--- src/rtl/ca3_pkg.sv ---
// Shared constants, codes and types of the 3-D life cellular automaton.
package ca3_pkg;

  localparam int MAX_X = 32;
  localparam int MAX_Y = 32;
  localparam int MAX_Z = 32;

  localparam int COORD_W = 5;
  localparam int Y_W     = $clog2(MAX_Y);
  localparam int Z_W     = $clog2(MAX_Z);
  localparam int X_W     = $clog2(MAX_X);
  localparam int ROW_W   = Y_W + Z_W;
  localparam int ROWS    = MAX_Y * MAX_Z;

  localparam int SIZE_W = 6;
  localparam int RULE_W = 5;
  localparam int CNT_W  = 5;
  localparam int FUNC_W = 2;
  localparam int REG_W  = 3;

  localparam logic [FUNC_W-1:0] FUNC_WRITE = 2'd0;
  localparam logic [FUNC_W-1:0] FUNC_READ  = 2'd1;
  localparam logic [FUNC_W-1:0] FUNC_STEP  = 2'd2;

  localparam logic [REG_W-1:0] REG_SIZE_X       = 3'd0;
  localparam logic [REG_W-1:0] REG_SIZE_Y       = 3'd1;
  localparam logic [REG_W-1:0] REG_SIZE_Z       = 3'd2;
  localparam logic [REG_W-1:0] REG_SURVIVE_LOW  = 3'd3;
  localparam logic [REG_W-1:0] REG_SURVIVE_HIGH = 3'd4;
  localparam logic [REG_W-1:0] REG_BIRTH_LOW    = 3'd5;
  localparam logic [REG_W-1:0] REG_BIRTH_HIGH   = 3'd6;
  localparam logic [REG_W-1:0] REG_WRAP_EDGES   = 3'd7;

  // Neighbor offset codes along one axis: -1, 0, +1.
  localparam logic [1:0] NB_LO  = 2'd0;
  localparam logic [1:0] NB_MID = 2'd1;
  localparam logic [1:0] NB_HI  = 2'd2;

  typedef struct packed {
    logic clr;
    logic acc;
    logic center;
  } row_ctl_t;

  typedef struct packed {
    logic [SIZE_W-1:0] nx;
    logic              wrap;
    logic [RULE_W-1:0] survive_low;
    logic [RULE_W-1:0] survive_high;
    logic [RULE_W-1:0] birth_low;
    logic [RULE_W-1:0] birth_high;
  } rule_cfg_t;

endpackage

--- src/rtl/ca3_row_eval.sv ---
// Row evaluator: accumulates neighbor counts for one row of cells and forms its next state.
module ca3_row_eval (
  input  logic                        clk,
  input  ca3_pkg::row_ctl_t           ctl,
  input  logic [ca3_pkg::MAX_X-1:0]   row,
  input  ca3_pkg::rule_cfg_t          cfg,
  output logic [ca3_pkg::MAX_X-1:0]   next_row,
  output logic                        changed
);

  logic [ca3_pkg::CNT_W-1:0] cnt [ca3_pkg::MAX_X];
  logic [ca3_pkg::CNT_W-1:0] cnt_next [ca3_pkg::MAX_X];
  logic [ca3_pkg::MAX_X-1:0] center_row;
  logic [ca3_pkg::MAX_X-1:0] left;
  logic [ca3_pkg::MAX_X-1:0] right;
  logic [ca3_pkg::MAX_X-1:0] edge_hi;
  logic [ca3_pkg::X_W-1:0]   nx_last;

  // Bit x of left is the cell at x-1, bit x of right the cell at x+1.
  always_comb begin
    nx_last = ca3_pkg::X_W'(cfg.nx - 1'b1);
    edge_hi = '0;
    edge_hi[nx_last] = cfg.wrap & row[0];
    left  = {row[ca3_pkg::MAX_X-2:0], cfg.wrap & row[nx_last]};
    right = {1'b0, row[ca3_pkg::MAX_X-1:1]} | edge_hi;
    for (int x = 0; x < ca3_pkg::MAX_X; x++) begin
      cnt_next[x] = cnt[x] + ca3_pkg::CNT_W'(left[x]) + ca3_pkg::CNT_W'(right[x])
                  + ca3_pkg::CNT_W'(row[x] & ~ctl.center);
    end
  end

  always_ff @(posedge clk) begin
    for (int x = 0; x < ca3_pkg::MAX_X; x++) begin
      if (ctl.clr) begin
        cnt[x] <= '0;
      end else if (ctl.acc) begin
        cnt[x] <= cnt_next[x];
      end
    end
    if (ctl.acc && ctl.center) begin
      center_row <= row;
    end
  end

  always_comb begin
    for (int x = 0; x < ca3_pkg::MAX_X; x++) begin
      next_row[x] = (ca3_pkg::SIZE_W'(x) < cfg.nx) &&
                    ((center_row[x] && cnt[x] >= cfg.survive_low &&
                      cnt[x] <= cfg.survive_high) ||
                     (cnt[x] >= cfg.birth_low && cnt[x] <= cfg.birth_high));
    end
    changed = |(next_row ^ center_row);
  end

endmodule

--- config.mk ---
export PLATFORM = sky130hd
export DESIGN_NAME = ca3_row_eval
export DESIGN_NICKNAME = d
export VERILOG_FILES = /design/src/rtl/ca3_pkg.sv /design/src/rtl/ca3_row_eval.sv
export SDC_FILE = /design/constraint.sdc
export NUM_CORES = 1
export LEC_CHECK = 0
export ABC_AREA = 1
export BUFFER_PORTS_ARGS = -buffer_cell sky130_fd_sc_hd__buf_4
export CAP_MARGIN = 30
export CORE_UTILIZATION = 25
export DETAILED_ROUTE_END_ITERATION = 8
export PLACE_DENSITY = 0.42
export SLEW_MARGIN = 20
export SYNTH_ARGS = -nofsm -noshare
export SYNTH_HDL_FRONTEND = slang
export SYNTH_SLANG_ARGS = --single-unit
--- constraint.sdc ---
create_clock -name clk -period 3.4 [get_ports clk]
set_input_delay 0.17 -clock clk [delete_from_list [all_inputs] [get_ports clk]]
set_output_delay 0.17 -clock clk [all_outputs]
set_load 0.05 [all_outputs]
# Word-level counts from Yosys, hierarchy flattened
# Memory sizes are Yosys's and may differ from the RTL's.
# Cells that the tools add are included.
# word_totals
out_inout_bits,33
ff_bits,32
input_bits,63
mem_count,1
wordCells,535
ramBits,160
# classes
order_cmp,162
mux,41
bitwise,70
n_reduce_logical,163
addsub,97
# memory_table
name,words,width,read_ports,rd_ports_with_merged_regs,write_ports,line_no,source
cnt,32,5,32,0,32,ca3_row_eval.sv:11,logic [ca3_pkg::CNT_W-1:0] cnt [ca3_pkg::MAX_X];
# ops
cell,count
adder 5 x 1 -> 5 bit,64
>= comparator 5 bit,64
<= comparator 5 bit,64
adder 5 bit,32
bitwise AND 1 x 5 -> 5 bit,32
two-way mux 5 bit,32
logical AND 1 bit,130
< comparator 5 x 6 -> 1 bit (first input constant),16
< comparator 4 x 6 -> 1 bit (first input constant),8
bitwise AND 32 bit,1
logical OR 1 bit,32
OR 1 bit,32
OR 31 x 32 -> 32 bit,1
OR reduction 32 bit,1
XOR 32 bit,1
< comparator 3 x 6 -> 1 bit (first input constant),4
< comparator 1 x 6 -> 1 bit (first input constant),2
< comparator 2 x 6 -> 1 bit (first input constant),2
two-way mux 1 bit,7
< comparator 5 x 6 -> 1 bit (second input constant),1
binary-select mux 1 bit (select 5 bit),1
demux 1 bit (select 5 bit),1
>= comparator 5 x 1 -> 1 bit (second input constant),1
NOT 1 -> 5 bit,1
other kinds (2),3

# Depth between registers and ports, before layout
# Gate-level depths: netlist (run 1).
# depth
word_depth,10
mapped_depth,19
depth_no_buf,19

# Worst setup path before layout (run 1)
# No wires, ideal clock.
# synth_timing
path_kind,input-to-reg
startpoint,input cfg[21] (netlist bit)
endpoint,"memory cnt[0][4] (netlist bit), data pin"
path_buffers,1
t_arrival_ns,2.904
cell_stages,18
setup_slack_ns,0.226
required_ns,3.130
setup_ns,0.270
cell_sequence,inv_2 > ha_1 > inv_1 > clkbuf_1 > a21oi_1 > a22oi_1 > nor2_1 > a41oi_1 > o2111ai_1 > nor2_1 > fa_1 > ha_1 > fa_1 > nand2_1 > inv_1 > nand2_1 > or2_2 > a21oi_1
# synth_rtl
item,line_no,source
start: declaration,ca3_row_eval.sv:6,"input ca3_pkg::rule_cfg_t cfg,"
end: declaration,ca3_row_eval.sv:11,

==> results.ini, run 1 <==
[worst_hold_path]
hold_path_class = input port to flip-flop
hold_path_end = center_row[30]
min_from = ctl[1]
hold_depth = 3

[grt]
grt-ovfl-total = 0
grt_pass1_vias = 23100
grt_pass1_wl_mm = 151
grt_max_degree = 69
antenna_found_initial = 3
track_usage = 0.184

[floorplan]
dieArea_um2 = 111000
num_rows = 121
core_region_area_um2 = 109000
die_y_um = 333
ioPinCount = 96
die_w_um = 333
start_util = 0.252

[placed_design]
numPortBuffers = 95
hpwl_mm = 75.1
dpl-instance-area_um2 = 31100
gp_congestion = 0.835

[power_and_ir_drop]
p_switching_w = 0.00415
switching_share = 0.434
power.density_nw_per_um2 = 294
leakagePower_nw = 17.8
seqPwrFrac = 0.333
p_clk_frac = 0.222
vdd_drop_max_mv = 0.410
comb_power_share = 0.445
p_int_w = 0.00541

[logic_synthesis]
synthArstFlopShare = 0
ys_seq_area_frac = 0.210
synth_edf_count = 192
syn_nets = 4523
ys_ff_latch = 192
yosys_warnings = 0
synth.avg_cell_area_um2 = 7.45
syn_inst = 3686
synth_area_leaders = ha_1, edfxtp_1, nand2_1
synth_top_flop_cell = edfxtp_1
yosysUniqueCellTypes = 37
synth_top_area_cell = ha_1
synth_top_area_frac = 0.324
syn_area_um2 = 27500
synth_most_common_cell = nand2_1
yosys-top-cells-count = nand2_1, ha_1, inv_1

[detailed_routing]
drc_errors = 0
antenna_left = 0
wl_mm = 102
detail_route.wl_per_cell_um = 18.8
vias = 24500
drt_iter0_drc = 1348
drtPass1Iterations = 5
via_per_inst = 4.55

[worst_setup_path]
slowest_delay_ns = 0.55
critPathKind = flip-flop to primary output
critical_path.endpoint_type = primary output
cp_max_fo = 7
critical_path_required_ns = 3.23
r2r_setup_slack_ns = 1.13
r2r-start = cnt[0][25]
worst-r2r-cell-count = 9
critPathLaunchType = flip-flop
crit_top_cell = nand2_1
critPathArrivalTime_ns = 3.01
regToRegEndpoint = cnt[0][29]
path_cells = ha_1 > nand2_1 > nor2_1 > nand2_1 > nand3_1 > nand2_1 > nand2_1 > nand2_1 > nand2_1 > nand2_1 > nand2_1 > nand2_1 > nor2_1 > buf_4 > nand2_1 > nor2_1 > nand2_2 > buf_6
critPathSlowestCell = edfxtp_1

[cts]
cts.sinks = 192
cts-root-buf = clkbuf_16
clkTransAtPathRegs_ns = 0.09
tritoncts = yes
cts_made_buffers = 17
clk_latency_ns = 0.52
htreeDepth = 4
clockBufferDepth = 2

[job]
max_cap_violations = 0

[timing]
setup_viol = 0
max_freq_mhz = 315
relSlewSlack = 0.520
fin_hold_ws_ns = 0.149
min_period_over_period = 0.935
finalCriticalPeriod_ns = 3.18
maxSlewViolCount = 0
worst_pin_slew_ns = 0.720
hold_viol = 0
fin_skew_ns = 0.0239
rsz0062_at_grt = false
tns_ns = 0

[outcome]
status = completed

[layout]
area_delta_synth_final_pct = 18.3
diodes = 0
fill_cells = 11700
fin_area_um2 = 32500
final_nets = 4804
drive_above_1_share = 0.0922

[cell usage in the layout, fill, tap and decap left out, drive strengths merged]
cell type       n
a21o           19
a21oi         231
a22oi           2
a31oi           2
a41oi           1
and3           30
buf           257
clkbuf         17
clkinv          6
clkinvlp        2
dlygate4sd3    32
edfxtp        192
fa             64
ha            710
inv           610
nand2        1015
nand3         129
nand4          59
nor2          336
nor3           58
nor3b          26
nor4            1
o2111ai         1
o211ai          1
o21a            2
o21ai         151
o311ai          2
or2            20
xnor2           1
xor2            2
[power by group through the flow]
stage | clock network (W) | registers, W | logic [W]
finish | 0.00212 | 0.00318 | 0.00425
floorplan | 0 | 0.00311 | 0.00274
detailed placement | 0 | 0.00326 | 0.00414
global placement | 0 | 0.00326 | 0.00408
global route | 0.00225 | 0.00322 | 0.00495
CTS | 0.00219 | 0.00321 | 0.00420
[worst max path at each step]
stage,to,slack (ns),cells past startpoint,startpoint
after CTS,changed,0.03,17,cnt[1][62]
after global placement,cnt[0][4],0.01,18,cfg[21]
after floorplan,cnt[0][4],0.23,18,cfg[21]
after global routing,changed,0.0005,17,cnt[0][7]
after detailed placement,cnt[1][34],-0.04,16,cfg[22]
final,changed,0.22,18,cnt[0][63]
[worst max-delay path: cells and delay by family, from the launching register on]
| kind | cells | cell delay (ns) |
|---|---|---|
| AND/OR/NAND/NOR | 15 | 1.23 |
| adder cells (fa/ha/maj) | 1 | 0.36 |
| buffers and inverters | 2 | 0.33 |
| flip-flops | 1 | 0.55 |
[repair_timing]
item,in CTS,in global routing
hold buffers,32,0
gates resized for setup,4,24
setup endpoints to repair,1,1
setup buffers,4,53
pin swaps,0,1
endpoints found under the hold margin,32,0
[routing by layer]
metal | global-route usage | part of all wire | vias up
met5 | 0 | 0.000089 | -
met4 | 0.0310 | 0.011 | 2
met3 | 0.0173 | 0.030 | 49
met2 | 0.314 | 0.47 | 346
met1 | 0.253 | 0.49 | 11400
li1 | - | - | 12800
[cells by family after synthesis]
logic type | Yosys count | synth area share
adders and majority gates | 774 | 0.370
AOI/OAI and AO/OA | 412 | 0.0783
and+or+nand+nor | 1674 | 0.253
buffers and inverters | 631 | 0.0868
xor gates and xnor gates | 3 | 0.00150
DFF | 192 | 0.210
[metrics by stage]
stage	power (W)	std cells	util	worst slack, ns
final	0.00956	5393	0.299	0.221
after global routing	0.0104	5393	0.299	0.000452
after CTS	0.00959	5340	0.294	0.0314
after detailed placement	0.00740	5273	0.285	-0.0352
after global placement	0.00735	5273	0.285	0.0116
after floorplan	0.00585	3686	-	0.226
[sequential cells by signal, summed over array words and instances (netlist names)]
name / cells
center_row: 32
cnt: 160
[layout make-up]
type,instances,area (um^2),area share
multi-input combinational,2863,19500,0.599
sequential,192,5770,0.177
timing repair buffer,289,2690,0.0828
inverter,604,2270,0.0698
tap,1414,1770,0.0544
clock buffer,17,425,0.0131
clock inverter,14,106,0.00327
(Power assumes the default switching activity.)
==> run 2: changes to the inputs <==
- CORE_UTILIZATION: 25 -> 42
- PLACE_DENSITY: 0.42 -> 0.61
- SKIP_CTS_REPAIR_TIMING: unset -> 1
==> run 2 against run 1 <==
Utilization up 18 points. Via count up 0.30%. Non-clock buffer count down 82. Maximum frequency down 1.0%. Global-route usage up 7.8 points. Sequential power about the same. Clock power about the same. Clock skew down 0.014 ns. Largest cell class unchanged. Critical path type unchanged. Power down 2.1%. Wire length down 15%. Highest routed layer unchanged. Cell count down 12%. Worst hold slack better by 0.15 ns.
==> results.ini, run 2 (synthesis results as in run 1) <==
[worst_setup_path]
crit_top_cell = nand2_1  ; unchanged
critical_path_required_ns = 3.23  ; about the same
critPathKind = flip-flop to primary output  ; unchanged
r2r-start = cnt[1][70]  ; was cnt[0][25]
worst-r2r-cell-count = 7  ; was 9
critPathSlowestCell = edfxtp_1  ; unchanged
r2r_setup_slack_ns = 1.09  ; was 1.13 ns
path_buf_inv = 2  ; unchanged
critical_path.endpoint_type = primary output  ; unchanged
path_cells = inv_1 > ha_1 > o21ai_0 > nor2_1 > nor2_1 > nor2_1 > nand2_1 > nand2_1 > nand2_1 > nand2_1 > nand2_1 > nand2_1 > nor2_1 > nand2_1 > nor2_1 > nand2_2 > buf_4  ; was ha_1 > nand2_1 > nor2_1 > nand2_1 > nand3_1 > nand2_1 > nand2_1 > nand2_1 > nand2_1 > nand2_1 > nand2_1 > nand2_1 > nor2_1 > buf_4 > nand2_1 > nor2_1 > nand2_2 > buf_6
critPathLaunchType = flip-flop  ; unchanged
critPathArrivalTime_ns = 3.04  ; was 3.01 ns
cp_top_family = simple AND/OR/NAND/NOR gates  ; unchanged
slowest_delay_ns = 0.43  ; was 0.55 ns
regToRegEndpoint = cnt[1][74]  ; was cnt[0][29]
cp_max_fo = 4  ; was 7

[worst_hold_path]
min_from = ctl[1]  ; unchanged
hold_path_class = input port to flip-flop  ; unchanged
hold_depth = 3  ; unchanged
hold_path_end = center_row[15]  ; was center_row[30]

[grt]
grt_pass1_vias = 22300  ; was 23100
grt_max_degree = 161  ; was 69
track_usage = 0.262  ; was 0.184
grt_pass1_wl_mm = 133  ; was 151 mm
grt-ovfl-total = 0  ; unchanged
antenna_found_initial = 1  ; was 3

[timing]
hold_viol = 0  ; unchanged
finalCriticalPeriod_ns = 3.21  ; was 3.18 ns
maxSlewViolCount = 0  ; unchanged
worst_pin_slew_ns = 0.877  ; was 0.720 ns
relSlewSlack = 0.415  ; was 0.520
fin_skew_ns = 0.00985  ; was 0.0239 ns
max_freq_mhz = 311  ; was 315 MHz
setup_viol = 0  ; unchanged
tns_ns = 0  ; unchanged
min_period_over_period = 0.945  ; was 0.935

[power_and_ir_drop]
power.total_w = 0.00936  ; was 0.00956 W
seqPwrFrac = 0.340  ; was 0.333
power.density_nw_per_um2 = 302  ; was 294 nW/um^2
comb_power_share = 0.430  ; was 0.445
vdd_drop_max_mv = 0.460  ; was 0.410 mV
p_clk_frac = 0.230  ; was 0.222
leakagePower_nw = 17.3  ; was 17.8 nW
p_switching_w = 0.00392  ; was 0.00415 W
switching_share = 0.419  ; was 0.434
p_int_w = 0.00544  ; was 0.00541 W

[outcome]
status = completed  ; unchanged

[detailed_routing]
wl_mm = 86.0  ; was 102 mm
drtPass1Iterations = 5  ; unchanged
antenna_left = 0  ; unchanged
drc_errors = 0  ; unchanged
via_per_inst = 5.18  ; was 4.55
vias = 24600  ; was 24500
detail_route.wl_per_cell_um = 18.1  ; was 18.8 um
drt_iter0_drc = 1881  ; was 1348

[placed_design]
numPortBuffers = 95  ; unchanged
hpwl_mm = 58.6  ; was 75.1 mm
gp_congestion = 0.929  ; was 0.835
placed_cells = 4662  ; was 5273
dpl-instance-area_um2 = 29800  ; was 31100 um^2

[job]
max_cap_violations = 0  ; unchanged

[layout]
regArea_um2 = 5770  ; unchanged
final_nets = 4722  ; was 4804
fin_area_um2 = 31000  ; was 32500 um^2
finalNonFillerCells = 4752  ; was 5393
reg_top3 = cnt: 160 flops, center_row: 32 flops  ; unchanged
final_util = 0.480  ; was 0.299
drive_above_1_share = 0.0693  ; was 0.0922
area_delta_synth_final_pct = 12.9  ; was 18.3%
final_common_cell = nand2_1  ; unchanged
fill_cells = 6442  ; was 11700
multi_input_area_um2 = 19400  ; was 19500 um^2
top_register = cnt  ; unchanged
diodes = 0  ; unchanged
largest_reg_flops = 160  ; unchanged
mostFrequentLayoutCells = nand2_1, ha_1, inv_1  ; unchanged

[floorplan]
dieArea_um2 = 66400  ; was 111000 um^2
core_region_area_um2 = 64600  ; was 109000 um^2
num_rows = 93  ; was 121
ioPinCount = 96  ; unchanged
die_y_um = 258  ; was 333 um
start_util = 0.425  ; was 0.252
die_w_um = 258  ; was 333 um

[cts]
cts_made_buffers = 17  ; unchanged
clk_latency_ns = 0.51  ; was 0.52 ns
htreeDepth = 4  ; unchanged
tritoncts = yes  ; unchanged
cts.sinks = 192  ; unchanged
cts-root-buf = clkbuf_16  ; unchanged
clkTransAtPathRegs_ns = 0.07  ; was 0.09 ns
clockBufferDepth = 2  ; unchanged

run 2: cell types whose count changed in the layout (fill, tap and decap cells not counted), moves of 4 or more:
cell,before,now
nand2_2,10,4
ha_4,8,4
inv_6,5,1
buf_4,221,151
buf_12,35,24
nor2_1,324,328
ha_1,702,706
nand2_1,1004,1010
run 2: per-stage QoR:
stage / worst slack, ns / hold slack (ns)
6_report: 0.188 / 0.298
5_1_grt: -0.00631 / 0.301
3_3_place_gp: -0.00568 / 0.379
3_5_place_dp: -0.0587 / 0.374
2_1_floorplan: 0.226 / 0.269
4_1_cts: 0.0662 / -0.169
run 2: area by class of cell:
type,instances,share of cell area
multi-input cells,2863,0.626
inverters,604,0.0732
clock inverters,14,0.00460
repair buffers,207,0.0624
well taps,855,0.0345
clock buffers,17,0.0137
flip-flops and latches,192,0.186
run 2: power by group through the flow:
stage,clock network [W],registers [W],logic (W)
2_1_floorplan,0,0.00311,0.00274
3_3_place_gp,0,0.00324,0.00383
3_5_place_dp,0,0.00324,0.00392
4_1_cts,0.00219,0.00319,0.00394
5_1_grt,0.00226,0.00322,0.00466
6_report,0.00215,0.00318,0.00402
run 2: routing by layer:
metal	GRT usage	routed length, um	up-vias	part of all wire
met5	0	13	-	0.00015
met4	0.0633	1670	2	0.019
met3	0.0323	4980	79	0.058
met2	0.426	38700	631	0.45
met1	0.366	40600	11300	0.47
li1	-	-	12600	-
run 2: worst reg2reg max path, cell delays in order, from the launching register on:
cell,delay (ns)
edfxtp_1,0.46
fa_1,0.56
ha_1,0.17
inv_1,0.05
fa_1,0.38
nor2_1,0.20
and3_1,0.18
nor3_1,0.04
run 2: worst max path at each step:
stage / startpoint / endpoint / slack (ns) / cells after the start
after detailed placement: cfg[22] / cnt[0][4] / -0.06 / 18
after global placement: cfg[22] / cnt[0][4] / -0.006 / 18
final: cnt[0][15] / changed / 0.19 / 17
after floorplan: cfg[21] / cnt[0][4] / 0.23 / 18
after CTS: cnt[1][77] / changed / 0.07 / 17
after global routing: cnt[1][77] / changed / -0.006 / 16
